$ cat src/rtl/core/dihedral_angle_top_macros.svh
// Assertion macros for the dihedral angle core.
// Included by the modules that carry concurrent assertions; needs no package.
`ifndef DIHEDRAL_ANGLE_TOP_MACROS_SVH
`define DIHEDRAL_ANGLE_TOP_MACROS_SVH
`ifndef ASSERT_OFF
// The property must hold at every rising edge outside reset.
`define DANG_ASSERT(lbl, clk, rstn, prop) \
  lbl: assert property (@(posedge clk) disable iff (!rstn) (prop)) \
    else $error("dihedral angle core: assertion failed");
// The condition must never be seen at a rising edge outside reset.
`define DANG_ASSERT_NEVER(lbl, clk, rstn, cond) \
  lbl: assert property (@(posedge clk) disable iff (!rstn) !(cond)) \
    else $error("dihedral angle core: forbidden condition seen");
`else
`define DANG_ASSERT(lbl, clk, rstn, prop)
`define DANG_ASSERT_NEVER(lbl, clk, rstn, cond)
`endif
`endif

$ cat src/rtl/core/dang_pkg.sv
// Shared constants, types and helper functions of the dihedral angle core.
// No dependencies; imported by every module of the core except dang_dly.
package dang_pkg;

  // Defaults of the top-level parameters.
  localparam int unsigned COORD_WIDTH_DEF = 18;
  localparam int unsigned ATAN_STEPS_DEF  = 16;

  // Fixed-point formats.
  localparam int unsigned LEN_FRAC  = 16;
  localparam int unsigned NORM_BITS = 30;
  localparam int unsigned ANG_FRAC  = 24;
  localparam int unsigned OUT_FRAC  = 13;
  localparam int unsigned ANG_W     = 28;
  localparam int unsigned TORS_W    = 16;
  localparam int unsigned TAB_LEN   = 24;

  // Width of one partial-product operand in the wide multipliers.
  localparam int unsigned CHUNK_W = 32;

  typedef logic signed [ANG_W-1:0] ang_t;

  localparam ang_t HALF_PI_Q = 28'sd26353589;
  localparam ang_t PI_Q      = 28'sd52707179;
  localparam logic signed [TORS_W-1:0] OUT_MAX = 16'sd25736;

  // Arctangent of 2^-i in radians scaled by 2^24, rounded.
  function automatic ang_t atan_tab(input int unsigned idx);
    ang_t val;
    case (idx)
      0:       val = 28'sd13176795;
      1:       val = 28'sd7778716;
      2:       val = 28'sd4110060;
      3:       val = 28'sd2086331;
      4:       val = 28'sd1047214;
      5:       val = 28'sd524117;
      6:       val = 28'sd262123;
      7:       val = 28'sd131069;
      8:       val = 28'sd65536;
      9:       val = 28'sd32768;
      10:      val = 28'sd16384;
      11:      val = 28'sd8192;
      12:      val = 28'sd4096;
      13:      val = 28'sd2048;
      14:      val = 28'sd1024;
      15:      val = 28'sd512;
      16:      val = 28'sd256;
      17:      val = 28'sd128;
      18:      val = 28'sd64;
      19:      val = 28'sd32;
      20:      val = 28'sd16;
      21:      val = 28'sd8;
      22:      val = 28'sd4;
      23:      val = 28'sd2;
      default: val = '0;
    endcase
    return val;
  endfunction

  // Latency of dang_mul for the given operand widths.
  function automatic int unsigned mul_lat(input int unsigned aw, input int unsigned bw);
    return ((aw + CHUNK_W - 1) / CHUNK_W) * ((bw + CHUNK_W - 1) / CHUNK_W) + 2;
  endfunction

  function automatic int unsigned max_u(input int unsigned a, input int unsigned b);
    return (a > b) ? a : b;
  endfunction

endpackage

$ cat src/rtl/core/dang_mul.sv
// Pipelined signed multiplier built from 32 x 32 bit partial products, one per stage.
// Depends on dang_pkg for the chunk width.
module dang_mul import dang_pkg::*; #(
  parameter int unsigned A_WIDTH = 32,
  parameter int unsigned B_WIDTH = 32
) (
  input  logic                              clk_i,
  input  logic signed [A_WIDTH-1:0]         a_i,
  input  logic signed [B_WIDTH-1:0]         b_i,
  output logic signed [A_WIDTH+B_WIDTH-1:0] p_o
);

  localparam int unsigned NA    = (A_WIDTH + CHUNK_W - 1) / CHUNK_W;
  localparam int unsigned NB    = (B_WIDTH + CHUNK_W - 1) / CHUNK_W;
  localparam int unsigned NP    = NA * NB;
  localparam int unsigned AP    = NA * CHUNK_W;
  localparam int unsigned BP    = NB * CHUNK_W;
  localparam int unsigned ACC_W = AP + BP;
  localparam int unsigned P_W   = A_WIDTH + B_WIDTH;

  logic [A_WIDTH-1:0] abs_a;
  logic [B_WIDTH-1:0] abs_b;

  logic [AP-1:0]    ma_q  [NP];
  logic [BP-1:0]    mb_q  [NP];
  logic [ACC_W-1:0] acc_q [NP+1];
  logic             neg_q [NP+1];
  logic signed [P_W-1:0] mag;
  logic signed [P_W-1:0] p_q;

  assign abs_a = a_i[A_WIDTH-1] ? A_WIDTH'(-a_i) : a_i;
  assign abs_b = b_i[B_WIDTH-1] ? B_WIDTH'(-b_i) : b_i;

  // Entry stage: magnitudes and the sign of the product.
  always_ff @(posedge clk_i) begin
    ma_q[0]  <= AP'(abs_a);
    mb_q[0]  <= BP'(abs_b);
    acc_q[0] <= '0;
    neg_q[0] <= a_i[A_WIDTH-1] ^ b_i[B_WIDTH-1];
  end

  // One partial product is added in each stage.
  for (genvar k = 1; k <= NP; k++) begin : g_pp
    localparam int unsigned IA = (k - 1) / NB;
    localparam int unsigned IB = (k - 1) % NB;
    localparam int unsigned SH = (IA + IB) * CHUNK_W;
    logic [2*CHUNK_W-1:0] pp;

    assign pp = ma_q[k-1][IA*CHUNK_W +: CHUNK_W] * mb_q[k-1][IB*CHUNK_W +: CHUNK_W];

    always_ff @(posedge clk_i) begin
      acc_q[k] <= acc_q[k-1] + (ACC_W'(pp) << SH);
      neg_q[k] <= neg_q[k-1];
    end

    if (k < NP) begin : g_pass
      always_ff @(posedge clk_i) begin
        ma_q[k] <= ma_q[k-1];
        mb_q[k] <= mb_q[k-1];
      end
    end
  end

  // Final stage restores the sign.
  assign mag = acc_q[NP][P_W-1:0];

  always_ff @(posedge clk_i) begin
    p_q <= neg_q[NP] ? -mag : mag;
  end

  assign p_o = p_q;

endmodule

$ cat config.mk
export PLATFORM = sky130hd
export DESIGN_NAME = dang_mul
export DESIGN_NICKNAME = d
export VERILOG_FILES = /design/src/rtl/core/dihedral_angle_top_macros.svh /design/src/rtl/core/dang_pkg.sv /design/src/rtl/core/dang_mul.sv
export SDC_FILE = /design/constraint.sdc
export NUM_CORES = 2
export LEC_CHECK = 0
export ABC_CLOCK_PERIOD_IN_PS = 8750
export BUFFER_PORTS_ARGS = -buffer_cell sky130_fd_sc_hd__buf_2
export CORE_MARGIN = 1.5
export CORE_UTILIZATION = 65
export DETAILED_ROUTE_END_ITERATION = 16
export PLACE_DENSITY = 0.83
export SYNTH_ARGS = -nofsm -noshare
export SYNTH_HDL_FRONTEND = slang
export SYNTH_SLANG_ARGS = --single-unit
$ cat constraint.sdc
create_clock -name clk_i -period 8.75 [get_ports clk_i]
set_input_delay 0.875 -clock clk_i [delete_from_list [all_inputs] [get_ports clk_i]]
set_output_delay 0.875 -clock clk_i [all_outputs]
set_load 0.03 [all_outputs]
==> impl_metrics.env <==
export IMPL_outcome="completed"
export IMPL_clock_sinks=194
export IMPL_synth_cell_types=52
export IMPL_drc=0
export IMPL_grt_max_degree=65
export IMPL_synth_seq_cells=194
export IMPL_yosysTopAreaCell="fa_1"
export IMPL_syn_area_per_cell_um2=9.34
export IMPL_ys_seq_area_frac=0.0979
export IMPL_clkLatencyLatePin_ns=0.49
export IMPL_area_delta_synth_final_pct=5.15
export IMPL_worstSetupPathType="flop to flop"
export IMPL_drt_wl_total_um=102000
export IMPL_setup_violations=0
export IMPL_cts_hold_buffers=0
export IMPL_synthCells=4250
export IMPL_rrSetupSlack_ns=0.31
export IMPL_drt_pass1_iterations=8
export IMPL_synthArstFlopShare=0
export IMPL_max_cap_viol_count=0
export IMPL_crit_path_start_kind="flop"
export IMPL_route_vias_total=29300
export IMPL_portBuffers=128
export IMPL_hold_violations=0
export IMPL_crit_path_start="mb_q[0][9]$_DFF_P_"
export IMPL_viasPerCell=5.81
export IMPL_numCtsBuffers=17
export IMPL_finalMaxSlewViolations=0
export IMPL_hold_path_class="flop to flop"
export IMPL_synthTopCellsByArea="fa_1 (45%), and2_1 (9.9%), dfxtp_1 (9.8%), ha_1 (8.4%), inv_1 (8.3%)"
export IMPL_clockRootBuffer="clkbuf_16"
export IMPL_drive_gt1_frac=0.0612
export IMPL_max_freq_mhz=119
export IMPL_synthFlopType="dfxtp_1"
export IMPL_std_cell_rows=90
export IMPL_post_cts_buffers=0
export IMPL_wire_per_inst_um=20.2
export IMPL_io_pins=129
export IMPL_worstSetupEndpoint="acc_q[0][121]$_DFF_P_"
export IMPL_antenna_found_initial=2
export IMPL_r2r_end="acc_q[0][121]$_DFF_P_"
export IMPL_yosysMostFrequentCell="fa_1"
export IMPL_timing_slew_headroom=0.121
export IMPL_ant_nets=0
export IMPL_ys_warn_count=0
export IMPL_post_dp_hpwl_um=82600
export IMPL_die_height_um=250
export IMPL_crit_path_cell_trace="nand2_1 -> fa_1 -> inv_1 -> fa_1 -> fa_1 -> inv_1 -> fa_1 -> inv_1 -> fa_1 -> inv_1 -> fa_1 -> inv_1 -> fa_1 -> fa_1 -> ha_1 -> a21oi_1 -> o21ai_0 -> o21bai_1 -> o21ai_1 -> a211oi_1 -> o21ai_1 -> o31ai_1 -> a41oi_1 -> xnor2_1"
export IMPL_first_iter_violations=2166
export IMPL_floorplan_initialDensity=0.657
export IMPL_gr_total_overflow=0
export IMPL_worst_r2r_startpoint="mb_q[0][9]$_DFF_P_"
export IMPL_die_area_um2=62500
export IMPL_worstRegToRegCells=24
export IMPL_synth_edf_count=0
export IMPL_slowest_delay_ns=1.20
export IMPL_grt_pass1_vias=32200
export IMPL_die_width_um=250
export IMPL_gp_congestion=0.934
export IMPL_clk_pin_slew_ns=0.09
export IMPL_htree_levels=4
export IMPL_cts_resized_gates=0
export IMPL_cts_tree="built"
export IMPL_synth_common_cells="fa_1 (896), inv_1 (876), and2_1 (630)"
export IMPL_skew_ns=0.0157
export IMPL_cp_max_fo=27
export IMPL_syn_nets=5477
export IMPL_cpMostUsedCell="fa_1"
export IMPL_cp_slowest_cell="dfxtp_1"
export IMPL_nNetsFinal=5480
export IMPL_grt_use_total=0.342
export IMPL_rsz0062_at_grt="false"
export IMPL_required_ns=9.13
export IMPL_core_area_um2=60400
export IMPL_arrival_ns=8.82
export IMPL_fin_tns_setup_ns=0
export IMPL_finalCriticalPeriod_ns=8.44
export IMPL_netlist_area_um2=39700
export IMPL_crit_path_end_kind="flop"
export IMPL_synth_top_area_share=0.452
export IMPL_timing_final_crit_share=0.964
export IMPL_clock_path_buffers=2
export IMPL_worst_pin_slew_ns=1.32
export IMPL_grt_pass1_wl_um=166000
[worst min-delay path by stage]
stage                              from             endpoint  depth (start not counted)
finish              neg_q[0][0]$_DFF_P_  neg_q[0][1]$_DFF_P_                          0
global placement    neg_q[0][0]$_DFF_P_  neg_q[0][1]$_DFF_P_                          0
global route        neg_q[0][0]$_DFF_P_  neg_q[0][1]$_DFF_P_                          0
floorplan           neg_q[0][0]$_DFF_P_  neg_q[0][1]$_DFF_P_                          0
detailed placement  neg_q[0][0]$_DFF_P_  neg_q[0][1]$_DFF_P_                          0
CTS                 neg_q[0][0]$_DFF_P_  neg_q[0][1]$_DFF_P_                          0
[worst max-delay path: cells and delay by family, from the launching register on]
kind	cells	cell delay, ns
AO/OA/AOI/OAI	8	2.14
AND/OR/NAND/NOR	1	0.22
buffers and inverters	5	0.30
adder cells (fa/ha/maj)	9	4.28
XOR/XNOR	1	0.15
flip-flops	1	1.20
[layer usage]
layer | vias to the layer above | wire [um] | track usage
met4 | 0 | 7650 | 0.233
met1 | 14900 | 36500 | 0.406
met5 | - | 0 | 0
met3 | 469 | 7090 | 0.0497
li1 | 12600 | - | -
met2 | 1393 | 51000 | 0.580
[flip-flops by register name, summed over array words and instances, names as in the netlist]
name / cells
ma_q: 32
mb_q: 32
acc_q: 64
neg_q: 2
p_o: 64
[through the flow]
| stage | cells | hold WS (ns) | cell area, um2 | utilization | setup slack (ns) |
|---|---|---|---|---|---|
| 5_1_grt | 5048 | 0.329 | 41700 | 0.691 | 0.135 |
| 2_1_floorplan | 4250 | 0.310 | 39700 | - | 1.79 |
| 3_5_place_dp | 5016 | 0.313 | 41100 | 0.681 | 0.576 |
| 6_report | 5050 | 0.326 | 41700 | 0.691 | 0.313 |
| 3_3_place_gp | 5016 | 0.311 | 41100 | 0.681 | 0.768 |
| 4_1_cts | 5048 | 0.333 | 41700 | 0.691 | 0.520 |
[logic make-up after synthesis]
logic type	Yosys count	share of synthesized area
AO/OA/AOI/OAI	303	0.0483
XOR/XNOR	183	0.0404
adder cells (fa/ha/maj)	1162	0.536
buffers and inverters	1104	0.104
flip-flops	194	0.0979
AND/OR/NAND/NOR	1304	0.173
[cell type report]
type,instances,area (um2)
multi-input cells,2952,31700
fillers,4481,18600
flip-flops and latches,194,3890
inverters,876,3290
repair buffers,212,1270
well taps,782,978
clock buffers,17,425
clock inverters,15,216
diodes,2,5.00
[cell usage in the layout (no fill, tap or decap), types with 5 or more instances in the layout]
cell	Yosys	layout
nand2_1	494	494
xnor2_1	161	161
a21oi_1	75	75
or4_4	5	5
a21o_1	31	31
or4_1	16	16
clkinv_8	0	6
nand3_1	22	22
clkbuf_16	0	17
ha_1	266	266
o21bai_1	17	17
a31oi_1	8	8
buf_4	0	84
inv_1	876	876
o31ai_1	38	38
a21boi_0	6	6
and3_1	8	8
nor2b_1	5	5
buf_2	0	128
nor2_1	42	42
nor4_1	5	5
nor3_1	18	18
o21ai_1	6	6
and2_1	630	630
o21ai_0	74	74
fa_1	896	896
o41ai_1	15	15
nand4_1	22	22
dfxtp_1	194	192
a211oi_1	12	12
nand2b_1	10	10
or3_1	13	13
xor2_1	22	22
Power is left out: the tool's default activity adds up to more than one toggle a clock period on the data nets, which glitch-free logic cannot reach.
